`src/hw/rtl/ssfs_pkg.sv`:
```
// ----------------------------------------------------------------------------
// ssfs_pkg
// Shared types, constants and the character-to-segment table for the
// two-wire seven-segment frame sender.
// ----------------------------------------------------------------------------
package ssfs_pkg;

    localparam int DIGITS = 4;      // digits sent per show frame (1..6)
    localparam int LANES  = 4;      // character ports / digit store depth

    typedef enum logic [1:0] {
        CMD_TICK   = 2'd0,
        CMD_SHOW   = 2'd1,
        CMD_BRIGHT = 2'd2,
        CMD_NONE   = 2'd3
    } t_cmd;

    localparam logic [7:0] ADDR_AUTO_BYTE = 8'h40;
    localparam logic [7:0] ADDR_DIGIT0    = 8'hC0;
    localparam logic [7:0] DIGIT_OFFSET   = 8'h80;
    localparam logic [7:0] BRIGHT_MAX     = 8'h07;

    // line levels and status after one step
    typedef struct packed {
        logic clock_line;
        logic data_line;
        logic data_driven;
        logic busy_res;
        logic accepted;
    } t_result;

    function automatic logic [7:0] seg_code(input logic [7:0] ch);
        logic [7:0] code;
        case (ch)
            "0": code = 8'h3F;  "1": code = 8'h06;  "2": code = 8'h5B;
            "3": code = 8'h4F;  "4": code = 8'h66;  "5": code = 8'h6D;
            "6": code = 8'h7D;  "7": code = 8'h07;  "8": code = 8'h7F;
            "9": code = 8'h6F;
            "A": code = 8'h77;  "C": code = 8'h39;  "E": code = 8'h79;
            "F": code = 8'h71;  "G": code = 8'h3D;  "H": code = 8'h76;
            "I": code = 8'h06;  "J": code = 8'h1E;  "K": code = 8'h75;
            "L": code = 8'h38;  "N": code = 8'h37;  "O": code = 8'h3F;
            "P": code = 8'h73;  "R": code = 8'h31;  "S": code = 8'h6D;
            "b": code = 8'h7C;  "c": code = 8'h58;  "d": code = 8'h5E;
            "g": code = 8'h6F;  "h": code = 8'h74;  "i": code = 8'h04;
            "n": code = 8'h54;  "o": code = 8'h5C;  "q": code = 8'h67;
            "r": code = 8'h50;  "t": code = 8'h78;  "u": code = 8'h1C;
            "y": code = 8'h6E;
            "-": code = 8'h40;  " ": code = 8'h00;  ":": code = 8'h80;
            ".": code = 8'hFF;  "^": code = 8'h63;
            default: code = 8'h00;
        endcase
        return code;
    endfunction

endpackage

```
`src/hw/rtl/ssfs_lane.sv`:
```
// ----------------------------------------------------------------------------
// ssfs_lane
// One character lane: segment lookup plus the fixed 0x80 offset.
// ----------------------------------------------------------------------------
module ssfs_lane
    import ssfs_pkg::*;
(
    input  logic [7:0] i_char,
    output logic [7:0] o_byte
);

    // 8-bit wrap on the add is intended
    assign o_byte = seg_code(i_char) + DIGIT_OFFSET;

endmodule

```
`src/hw/rtl/ssfs_seq.sv`:
```
// ----------------------------------------------------------------------------
// ssfs_seq
// Line sequencer: merges the lane bytes into the digit store and walks the
// start / byte / ack / stop transitions, one per tick word.
// ----------------------------------------------------------------------------
module ssfs_seq
    import ssfs_pkg::*;
(
    input  logic            i_clk,
    input  logic            i_rst_n,
    input  logic            i_step,          // a word is taken this cycle
    input  t_cmd            i_cmd,
    input  logic [7:0]      i_lane_byte [LANES],
    input  logic [7:0]      i_level,
    input  logic            i_display_on,
    output t_result         o_res            // line state after this word
);

    typedef enum logic [3:0] {
        PH_IDLE, PH_START_A, PH_START_B, PH_BIT_DATA, PH_BIT_HI, PH_BIT_LO,
        PH_ACK_REL, PH_ACK_HI, PH_ACK_LO, PH_STOP_A, PH_STOP_B, PH_STOP_C
    } t_phase;

    localparam logic [3:0] LAST_BYTE = 4'(DIGITS + 2);

    t_phase     r_phase,  n_phase;
    logic       r_bright, n_bright;      // frame kind: 1 = brightness
    logic [7:0] r_shift,  n_shift;
    logic [3:0] r_bits,   n_bits;
    logic [2:0] r_idx,    n_idx;
    logic       r_clk,    n_clk;
    logic       r_dat,    n_dat;
    logic       r_drv,    n_drv;
    logic       n_acc;
    logic       store_we;
    logic [7:0] r_store [LANES];         // undefined until first show

    logic [2:0] idx_sel;
    logic [2:0] digit_pos;
    logic [7:0] show_byte;
    logic [7:0] bright_lvl;
    logic [7:0] bright_byte;

    // byte of the show sequence at idx_sel
    always_comb begin
        digit_pos = idx_sel - 3'd2;
        if (idx_sel == 3'd0) begin
            show_byte = ADDR_AUTO_BYTE;
        end else if (idx_sel == 3'd1) begin
            show_byte = ADDR_DIGIT0;
        end else if (digit_pos < 3'(LANES)) begin
            show_byte = r_store[digit_pos[1:0]];
        end else begin
            show_byte = DIGIT_OFFSET;
        end
    end

    assign bright_lvl  = (i_level > BRIGHT_MAX) ? BRIGHT_MAX : i_level;
    assign bright_byte = {4'b1000, i_display_on, bright_lvl[2:0]};

    always_comb begin
        n_phase  = r_phase;
        n_bright = r_bright;
        n_shift  = r_shift;
        n_bits   = r_bits;
        n_idx    = r_idx;
        n_clk    = r_clk;
        n_dat    = r_dat;
        n_drv    = r_drv;
        n_acc    = 1'b0;
        store_we = 1'b0;
        idx_sel  = r_idx;

        unique case (i_cmd)
            CMD_TICK: begin
                unique case (r_phase)
                    PH_START_A: begin
                        n_clk = 1'b1; n_dat = 1'b0; n_drv = 1'b1;
                        n_phase = PH_START_B;
                    end
                    PH_START_B: begin
                        n_clk = 1'b0;
                        if (!r_bright) n_shift = show_byte;
                        n_bits  = 4'd0;
                        n_phase = PH_BIT_DATA;
                    end
                    PH_BIT_DATA: begin
                        n_dat   = r_shift[0];
                        n_phase = PH_BIT_HI;
                    end
                    PH_BIT_HI: begin
                        n_clk   = 1'b1;
                        n_phase = PH_BIT_LO;
                    end
                    PH_BIT_LO: begin
                        n_clk   = 1'b0;
                        n_shift = r_shift >> 1;
                        n_bits  = r_bits + 4'd1;
                        n_phase = (n_bits >= 4'd8) ? PH_ACK_REL : PH_BIT_DATA;
                    end
                    PH_ACK_REL: begin
                        n_drv = 1'b0; n_dat = 1'b1;
                        n_phase = PH_ACK_HI;
                    end
                    PH_ACK_HI: begin
                        n_clk   = 1'b1;
                        n_phase = PH_ACK_LO;
                    end
                    PH_ACK_LO: begin
                        n_clk = 1'b0; n_drv = 1'b1; n_dat = 1'b1;
                        n_idx   = r_idx + 3'd1;
                        idx_sel = n_idx;
                        if (!r_bright && n_idx >= 3'd2 && {1'b0, n_idx} < LAST_BYTE) begin
                            n_shift = show_byte;
                            n_bits  = 4'd0;
                            n_phase = PH_BIT_DATA;
                        end else begin
                            n_phase = PH_STOP_A;
                        end
                    end
                    PH_STOP_A: begin
                        n_dat   = 1'b0;
                        n_phase = PH_STOP_B;
                    end
                    PH_STOP_B: begin
                        n_clk   = 1'b1;
                        n_phase = PH_STOP_C;
                    end
                    PH_STOP_C: begin
                        n_dat = 1'b1;
                        // show frame: command byte done, digit frame follows
                        n_phase = (!r_bright && r_idx == 3'd1) ? PH_START_A : PH_IDLE;
                    end
                    default: n_phase = PH_IDLE;
                endcase
            end
            CMD_SHOW: begin
                if (r_phase == PH_IDLE) begin
                    store_we = 1'b1;
                    n_bright = 1'b0;
                    n_idx    = 3'd0;
                    n_bits   = 4'd0;
                    n_phase  = PH_START_A;
                    n_acc    = 1'b1;
                end
            end
            CMD_BRIGHT: begin
                if (r_phase == PH_IDLE) begin
                    n_shift  = bright_byte;
                    n_bright = 1'b1;
                    n_idx    = 3'd0;
                    n_bits   = 4'd0;
                    n_phase  = PH_START_A;
                    n_acc    = 1'b1;
                end
            end
            default: ;
        endcase
    end

    always_ff @(posedge i_clk) begin
        if (!i_rst_n) begin
            r_phase  <= PH_IDLE;
            r_bright <= 1'b0;
            r_shift  <= 8'h00;
            r_bits   <= 4'd0;
            r_idx    <= 3'd0;
            r_clk    <= 1'b1;
            r_dat    <= 1'b1;
            r_drv    <= 1'b1;
        end else if (i_step) begin
            r_phase  <= n_phase;
            r_bright <= n_bright;
            r_shift  <= n_shift;
            r_bits   <= n_bits;
            r_idx    <= n_idx;
            r_clk    <= n_clk;
            r_dat    <= n_dat;
            r_drv    <= n_drv;
        end
    end

    always_ff @(posedge i_clk) begin
        if (i_step && store_we) begin
            r_store <= i_lane_byte;
        end
    end

    assign o_res = '{clock_line:  n_clk,
                     data_line:   n_dat,
                     data_driven: n_drv,
                     busy_res:    (n_phase != PH_IDLE),
                     accepted:    n_acc};

endmodule

```
`src/hw/rtl/seven_segment_serial_frame_sender_core.sv`:
```
// ----------------------------------------------------------------------------
// seven_segment_serial_frame_sender_core
// Two-wire frame sender for a four-digit seven-segment display.
// ----------------------------------------------------------------------------
// Every input word produces exactly one output word. A tick word (command 0)
// advances the two-wire line by one transition; a show word (command 1) loads
// the four characters, which four parallel lanes translate to segment bytes
// (+0x80) in the same cycle; a brightness word (command 2) loads the control
// byte. Show and brightness words are only taken while the line is idle and
// report accepted=1; otherwise they are dropped with accepted=0. The output
// word carries the clock/data levels, the data drive flag and busy after the
// word has been applied. Throughput is one word per clock: the sequencer
// state updates in the accept cycle and the result goes into a one-word
// output register, so a new word is taken whenever that register is empty or
// is being drained in the same cycle. o_out_valid is registered and rises in
// the cycle after the accept.
// ----------------------------------------------------------------------------
module seven_segment_serial_frame_sender_core
    import ssfs_pkg::*;
(
    input  logic       i_clk,
    input  logic       i_rst_n,

    input  logic       i_in_valid,
    output logic       o_in_ready,
    input  logic [1:0] i_command,
    input  logic [7:0] i_char0,
    input  logic [7:0] i_char1,
    input  logic [7:0] i_char2,
    input  logic [7:0] i_char3,
    input  logic [7:0] i_level,
    input  logic       i_display_on,

    output logic       o_out_valid,
    input  logic       i_out_ready,
    output logic       o_clock_line,
    output logic       o_data_line,
    output logic       o_data_driven,
    output logic       o_busy_res,
    output logic       o_accepted
);

    logic       step;
    logic [7:0] chars     [LANES];
    logic [7:0] lane_byte [LANES];
    t_result    seq_res;
    t_result    r_res;
    logic       r_out_valid;

    assign chars[0] = i_char0;
    assign chars[1] = i_char1;
    assign chars[2] = i_char2;
    assign chars[3] = i_char3;

    // Output register frees up in the same cycle it is drained.
    assign o_in_ready = !r_out_valid || i_out_ready;
    assign step       = i_in_valid && o_in_ready;

    // Character lanes; digits past DIGITS see NUL and come out as 0x80.
    for (genvar g = 0; g < LANES; g++) begin : g_lane
        logic [7:0] lane_char;
        if (g < DIGITS) begin : g_used
            assign lane_char = chars[g];
        end else begin : g_blank
            assign lane_char = 8'h00;
        end
        ssfs_lane u_lane (
            .i_char (lane_char),
            .o_byte (lane_byte[g])
        );
    end

    // Sequencer also merges the lane bytes into its digit store.
    ssfs_seq u_seq (
        .i_clk        (i_clk),
        .i_rst_n      (i_rst_n),
        .i_step       (step),
        .i_cmd        (t_cmd'(i_command)),
        .i_lane_byte  (lane_byte),
        .i_level      (i_level),
        .i_display_on (i_display_on),
        .o_res        (seq_res)
    );

    // Output word register
    always_ff @(posedge i_clk) begin
        if (!i_rst_n) begin
            r_out_valid <= 1'b0;
        end else if (step) begin
            r_out_valid <= 1'b1;
        end else if (i_out_ready) begin
            r_out_valid <= 1'b0;
        end
    end

    always_ff @(posedge i_clk) begin
        if (step) begin
            r_res <= seq_res;
        end
    end

    assign o_out_valid   = r_out_valid;
    assign o_clock_line  = r_res.clock_line;
    assign o_data_line   = r_res.data_line;
    assign o_data_driven = r_res.data_driven;
    assign o_busy_res    = r_res.busy_res;
    assign o_accepted    = r_res.accepted;

    // A taken command always starts a sequence.
    a_acc_busy: assert property (@(posedge i_clk) disable iff (!i_rst_n)
        r_out_valid && r_res.accepted |-> r_res.busy_res)
        else $error("accepted command without busy");

    // Data is only released during the ack slot, and then reads high.
    a_release_high: assert property (@(posedge i_clk) disable iff (!i_rst_n)
        r_out_valid && !r_res.data_driven |-> r_res.data_line && r_res.busy_res)
        else $error("released data line not high or not busy");

    // Only show or brightness words can be accepted.
    a_acc_cmd: assert property (@(posedge i_clk) disable iff (!i_rst_n)
        step && seq_res.accepted |-> (i_command == CMD_SHOW || i_command == CMD_BRIGHT))
        else $error("accepted flag on a non-command word");

endmodule
```
`config.mk`:
```
export PLATFORM = sky130hd
export DESIGN_NAME = seven_segment_serial_frame_sender_core
export DESIGN_NICKNAME = d
export VERILOG_FILES = /design/src/hw/rtl/ssfs_pkg.sv /design/src/hw/rtl/ssfs_lane.sv /design/src/hw/rtl/ssfs_seq.sv /design/src/hw/rtl/seven_segment_serial_frame_sender_core.sv
export SDC_FILE = /design/constraint.sdc
export NUM_CORES = 1
export LEC_CHECK = 0
export ABC_AREA = 1
export ABC_CLOCK_PERIOD_IN_PS = 2800
export BUFFER_PORTS_ARGS = -buffer_cell sky130_fd_sc_hd__buf_4
export CAP_MARGIN = 5
export CORE_UTILIZATION = 45
export CTS_BUF_LIST = sky130_fd_sc_hd__clkbuf_8
export CTS_CLUSTER_DIAMETER = 150
export CTS_CLUSTER_SIZE = 25
export DETAILED_ROUTE_END_ITERATION = 10
export PLACE_DENSITY = 0.65
export SLEW_MARGIN = 30
export SYNTH_ARGS = -nofsm -noshare
export SYNTH_HDL_FRONTEND = slang
export SYNTH_SLANG_ARGS = --single-unit
```
`constraint.sdc`:
```
create_clock -name i_clk -period 2.8 [get_ports i_clk]
set_clock_uncertainty 0.05 [all_clocks]
set_input_delay 0.42 -clock i_clk [delete_from_list [all_inputs] [get_ports i_clk]]
set_output_delay 0.42 -clock i_clk [all_outputs]
set_load 0.005 [all_outputs]
```
Word level (Yosys, flattened, before mapping) --
Memories as Yosys holds them, arrays and structs flattened. Cells that the tools add are included.
Operators by class: add/sub/neg operators 7, multipliers 0, div/mod/pow operators 0, $lt $le $gt $ge 6, equality and inequality tests 21, shift-type cells 0, multiplexer cells 43, bitwise gates (word level) 1, reduce and logical (&&, ||, !) cells 26
Operators by type and width (number):
- 8-bit two-way mux | 12
- 4-bit case mux with 11 select lines | 1
- 8-bit adder, second input constant | 4
- 8-bit case mux with 3 select lines | 1
- 8-bit binary-select mux with 2-bit select | 1
- 4-bit by 3-bit equality test with 1-bit output, second input constant | 4
- 4-bit equality test, second input constant | 4
- 4-bit two-way mux | 4
- 4-bit case mux with 2 select lines | 2
- 8-bit case mux with 2 select lines | 1
- 3-bit two-way mux | 5
- 4-bit case mux with 3 select lines | 1
- 1-bit two-way mux | 10
- 4-bit by 2-bit equality test with 1-bit output, second input constant | 2
- 8-bit by 3-bit greater-than comparator with 1-bit output, second input constant | 1
- 2-bit nonzero test | 4
- 3-bit by 1-bit equality test with 1-bit output, second input constant | 2
- 3-bit less-than comparator, second input constant | 2
- 2-bit by 1-bit != test with 1-bit output, second input constant | 3
- 1-bit case mux with 2 select lines | 3
- 3-bit case mux with 2 select lines | 1
- 6-bit AND reduction | 1
- 2-bit OR reduction | 3
- 3-bit OR reduction | 2
- 25 further kinds | 30
Storage, ports and cells: bits in registers 61, bits in latches 0, RAM bits 0, ROM bits 4096, output and inout bits 7, word-level logic and storage cells 126, memories 4
Memories:
- (name not given) | words 128, width 8, read ports 1, clocked after Yosys merged registers in 0, write ports 0, RTL line ssfs_pkg.sv:34 | case (ch)
- (name not given) | words 128, width 8, read ports 1, clocked after Yosys merged registers in 0, write ports 0, RTL line ssfs_pkg.sv:34
- (name not given) | words 128, width 8, read ports 1, clocked after Yosys merged registers in 0, write ports 0, RTL line ssfs_pkg.sv:34
- (name not given) | words 128, width 8, read ports 1, clocked after Yosys merged registers in 0, write ports 0, RTL line ssfs_pkg.sv:34

Longest topological paths before layout --
word-level depth 14, gate-level depth with buffers 15

By module --
Synthesis repeated with hierarchy kept, for this count alone.
Second synthesis, totals: cells, all modules 1156, area total of the unflattened synthesis 7043.0 um2
By module, submodules not included:
- ssfs_seq | times used 1, cells an instance 414, area an instance 3110.5 um2, seq. area each 1421.4 um2
- ssfs_lane at g_lane[1].u_lane ... | times used 3, cells an instance 181, area an instance 940.9 um2, seq. area each 0.0 um2
- ssfs_lane at g_lane[0].u_lane | times used 1, cells an instance 187, area an instance 908.4 um2, seq. area each 0.0 um2
- seven_segment_serial_frame_sender_core | times used 1, cells an instance 12, area an instance 201.4 um2, seq. area each 170.2 um2

Worst setup path after synthesis --
No wires, ideal clock.
kind input to register, from input port i_out_ready, to register u_seq.r_store[0] (netlist bit), enable pin, arrival time 2306 ps, slack 23 ps, stages on the path 5, buffers on the path 1, path through inv_1 -> nand2_1 -> nand2_1 -> clkbuf_1 -> nor2_1
On the way: word-level cells in the longest chain between the ends 3
RTL lines:
- start: declaration | RTL line seven_segment_serial_frame_sender_core.sv:35 | input logic i_out_ready,
- 1-bit logical OR | RTL line seven_segment_serial_frame_sender_core.sv:56 | assign o_in_ready = !r_out_valid || i_out_ready;
- named net o_in_ready | RTL line seven_segment_serial_frame_sender_core.sv:25 | output logic o_in_ready,
- 1-bit logical AND | RTL line seven_segment_serial_frame_sender_core.sv:57 | assign step = i_in_valid && o_in_ready;
- 1-bit logical AND | RTL line ssfs_seq.sv:184 | if (i_step && store_we) begin
- end signal: assignment | RTL line ssfs_seq.sv:185 | r_store <= i_lane_byte;
- end: declaration | RTL line ssfs_seq.sv:36 | logic [7:0] r_store [LANES];
The timed path passes the listed nets, and every way through them passes these cells. A chain may end at the register's enable or synchronous reset.

Worst setup path after layout --
from register u_seq.r_idx[0], to register u_seq.r_shift[5]
On the way: word-level cells in the longest chain between the ends 14, elaborated cells on any way between the ends 24, those cells by class 2 x add/sub; 3 x order compare; 2 x eq/ne; 12 x mux; 1 x bitwise; 4 x reduce/logical
RTL lines:
- start: declaration | RTL line ssfs_seq.sv:30 | logic [2:0] r_idx, n_idx;
- start signal: assignment | RTL line ssfs_seq.sv:176 | r_idx <= n_idx;
- 3-bit by 1-bit adder with 3-bit output | RTL line ssfs_seq.sv:111 | n_idx = r_idx + 3'd1;
- 3-bit two-way mux | RTL line ssfs_seq.sv:76 | unique case (r_phase)
- 3-bit two-way mux | RTL line ssfs_seq.sv:74 | unique case (i_cmd)
- 3-bit by 2-bit subtractor with 3-bit output | RTL line ssfs_seq.sv:46 | digit_pos = idx_sel - 3'd2;
- 2-bit NOT with 3-bit output (not written as such) | RTL line ssfs_seq.sv:52 | show_byte = r_store[digit_pos[1:0]];
- 8-bit binary-select mux with 2-bit select | RTL line ssfs_seq.sv:52
- 8-bit two-way mux (not written as such) (2 in a row) | RTL line ssfs_seq.sv:52
- 8-bit two-way mux | RTL line ssfs_seq.sv:51 | end else if (digit_pos < 3'(LANES)) begin
- 8-bit two-way mux | RTL line ssfs_seq.sv:49 | end else if (idx_sel == 3'd1) begin
- 8-bit two-way mux | RTL line ssfs_seq.sv:47 | if (idx_sel == 3'd0) begin
- 8-bit two-way mux, on equally long branches | RTL line ssfs_seq.sv:113, ssfs_seq.sv:83
- 8-bit case mux with 3 select lines | RTL line ssfs_seq.sv:76
- 8-bit case mux with 2 select lines | RTL line ssfs_seq.sv:74
- end signal: assignment | RTL line ssfs_seq.sv:174 | r_shift <= n_shift;
- end: declaration | RTL line ssfs_seq.sv:28 | logic [7:0] r_shift, n_shift;
Several ways; a longest one is shown, not always the timed one. The select of a mux whose other input is x is not followed.

==> results.yml <==
sta:
  tns_ns: 0
  slew_headroom_pct: 45.3
  period_minus_slack_ns: 2.08
  hold_viol: 0
  fin_crit_sh_pct: 74.2
  setup_violations: 0
  tightest_slew_ns: 0.820
  rsz0062_at_grt: "false"
  final-max-slew-violation-count: 0
  fmax_ghz: 0.481
grt:
  globalRouteOverflowTotal: 0
  antenna_found_initial: 0
  grt.total_usage_pct: 23.2
  grt_pass1_vias: 5975
  grt_max_degree: 33
  grt_pass1_wl_um: 27600
clock_tree:
  root_buffer: "clkbuf_8"
  numClockSinks: 61
  cts_resized: 0
  cts_tree: "built"
  clkTransAtPathRegs_ns: 0.07
  clock_path_buffers: 2
  postCtsSetupBuffers: 0
  cts_hold_buf: 0
  htree_levels: 3
  cts-buffers-inserted: 9
  clk_latency_ns: 0.35
routing:
  wl_um: 16400
  routed-via-count: 6701
  vias_per_cell: 5.57
  first_pass_iters: 7
  avgRoutedWirePerCell_um: 13.6
  ant_nets: 0
  drc: 0
  dr.first_iter.drc_count: 612
worst_setup_path:
  startpoint_type: "flip-flop"
  end_kind: "flip-flop"
  reg2reg_from: "u_seq.r_idx[0]"
  worstSetupStartpoint: "u_seq.r_idx[0]"
  r2r_slack_ns: 0.72
  path_cells: "ha_1 -> inv_1 -> nand2_1 -> nand2_1 -> nand2_1 -> nand3_1 -> nand2_1 -> inv_1 -> nand2_1 -> nand3_2 -> nor2_2 -> nand2_1 -> a21oi_2"
  cp_max_fo: 13
  slowest_delay_ns: 0.45
  cp.required_ns: 3.02
  worstPathArrival_ns: 2.30
  cp_common_cell: "nand2_1"
  crit_type: "flip-flop to flip-flop"
  endpoint: "u_seq.r_shift[5]"
  r2r_end: "u_seq.r_shift[5]"
  r2r_cells: 13
  cpMaxStageDelayCell: "dfxtp_1"
finish:
  antenna_cells: 0
  final_nets: 1110
  fin_cells: 1204
  syn_to_final_growth_pct: 10.8
  drive_above_1_share_pct: 11.4
run_status:
  outcome: "finished, final reports clean"
placed_design:
  routabilityCongestion: 0.981
  dp_hpwl_um: 12400
  numPlacedInstances: 1188
  port_buffers: 53
synth:
  synth.avg_cell_area_um2: 6.34
  ys_seq_area_share_pct: 25.4
  yosysWarnings: 0
  yosysMostFrequentCell: "nand2_1"
  synth_nets: 1077
  netlist.area_leader.share_pct: 17.7
  synth_cells: 990
  synth_area_mm2: 0.00627
  ys_ff_latch: 61
  synth_edf_count: 37
  ys.flop_type: "edfxtp_1"
  async_flop_share_pct: 0
  yosysTopAreaCell: "edfxtp_1"
  synthTopCellsByCount: "nand2_1 (274), inv_1 (109), o21ai_0 (105)"
  yosysUniqueCellTypes: 42
  yosys-top-cells-area: "edfxtp_1 (18%), nand2_1 (16%), o21ai_0 (8.4%), ha_1 (8.0%), dfxtp_1 (7.7%)"
die:
  die_x_um: 120
  pin_count: 54
  die_y_um: 120
  core_mm2: 0.0134
  die_area_mm2: 0.0144
  initial_core_util_pct: 46.8
  rows: 42
power_and_ir_drop:
  leakagePower_nw: 3.10
  ir_drop_mv: 0.182
  power_density_mw_per_mm2: 357
hold_path:
  hold_path.class: "input pin to flip-flop"
flow_run:
  drv_cap: 0
==> logic make-up (layout without fill, tap and decap cells) <==
kind of cell,Yosys count,after routing,synth area share (%)
and+or+nand+nor,457,457,31.4
AOI/OAI and AO/OA,268,268,24.7
buffers and inverters,162,200,10.3
DFF,61,61,25.4
adders and majority gates,40,40,7.98
xor gates and xnor gates,2,2,0.279
==> worst min path at each step <==
stage                     cells past startpoint  slack [ns]        startpoint          endpoint
after floorplan                               2        0.38       u_seq.r_drv       u_seq.r_drv
after global placement                        2        0.40  u_seq.r_shift[1]  u_seq.r_shift[1]
after detailed placement                      2        0.42  u_seq.r_shift[6]  u_seq.r_shift[6]
after CTS                                     2        0.29           i_rst_n   u_seq.r_bits[3]
after global routing                          2        0.28           i_rst_n   u_seq.r_bits[3]
final                                         2        0.30           i_rst_n   u_seq.r_bits[3]
==> per-layer routing <==
layer  up-vias  global-route usage (%)  share of wire [%]
met5         -                       0                  0
met4         0                    9.06                2.4
met3        36                    3.18                7.2
met2       314                    37.8                 47
met1      2958                    30.9                 44
li1       3393                       -                  -
==> worst max-delay path: cells and delay by family (launching register included) <==
kind                       cells  cell delay [ns]
DFF                            1             0.45
and+or+nand+nor                9             1.08
buffers and inverters          2             0.09
AOI/OAI and AO/OA              1             0.12
adders and majority gates      1             0.20
==> placed cells by master (no fill, tap or decap), drive strengths merged, types with 10 or more instances in the layout <==
cell type and instances:
ha 40, nor2 90, dfxtp 24, a21oi 95, o21ai 106, nor3 10
nand3 62, inv 119, edfxtp 37, buf 60, o211ai 28, clkinv 10
nand2 283
==> flip-flops by register name, summed over array words and instances, names as in the netlist <==
register and cells:
u_seq.r_shift 8, u_seq.r_clk 1, o_busy_res 1, u_seq.r_dat 1, o_clock_line 1, u_seq.r_phase 4, u_seq.r_store 32, o_data_driven 1
o_out_valid 1, o_accepted 1, o_data_line 1, u_seq.r_bright 1, u_seq.r_drv 1, u_seq.r_idx 3, u_seq.r_bits 4
==> stage by stage <==
stage / util, % / setup WS (ns) / hold slack [ns] / power, mW / instance area [µm²]
after floorplan: - / 0.0227 / 0.384 / 1.53 / 6270
after global placement: 50.5 / 0.556 / 0.404 / 1.75 / 6770
after detailed placement: 50.5 / 0.528 / 0.416 / 1.74 / 6770
after CTS: 51.8 / 0.723 / 0.288 / 2.49 / 6950
after global routing: 51.8 / 0.462 / 0.284 / 2.63 / 6950
final: 51.8 / 0.722 / 0.301 / 2.48 / 6950
==> area by class of cell <==
class | count | area, µm²
Clock buffer | 9 | 124
Clock inverter | 7 | 57.6
Fill cell | 1341 | 6450
Inverter | 124 | 465
Multi-Input combinational cell | 767 | 4040
Sequential cell | 61 | 1590
Tap cell | 176 | 220
Timing Repair Buffer | 60 | 450
==> where the power goes <==
group	switching (mW)	internal [mW]	total [mW]
combinational	0.471	0.249	0.720
sequential	0.0211	0.994	1.02
clock	0.348	0.397	0.744
total	0.840	1.64	2.48
Note: power is estimated with default switching activity, not from simulation.
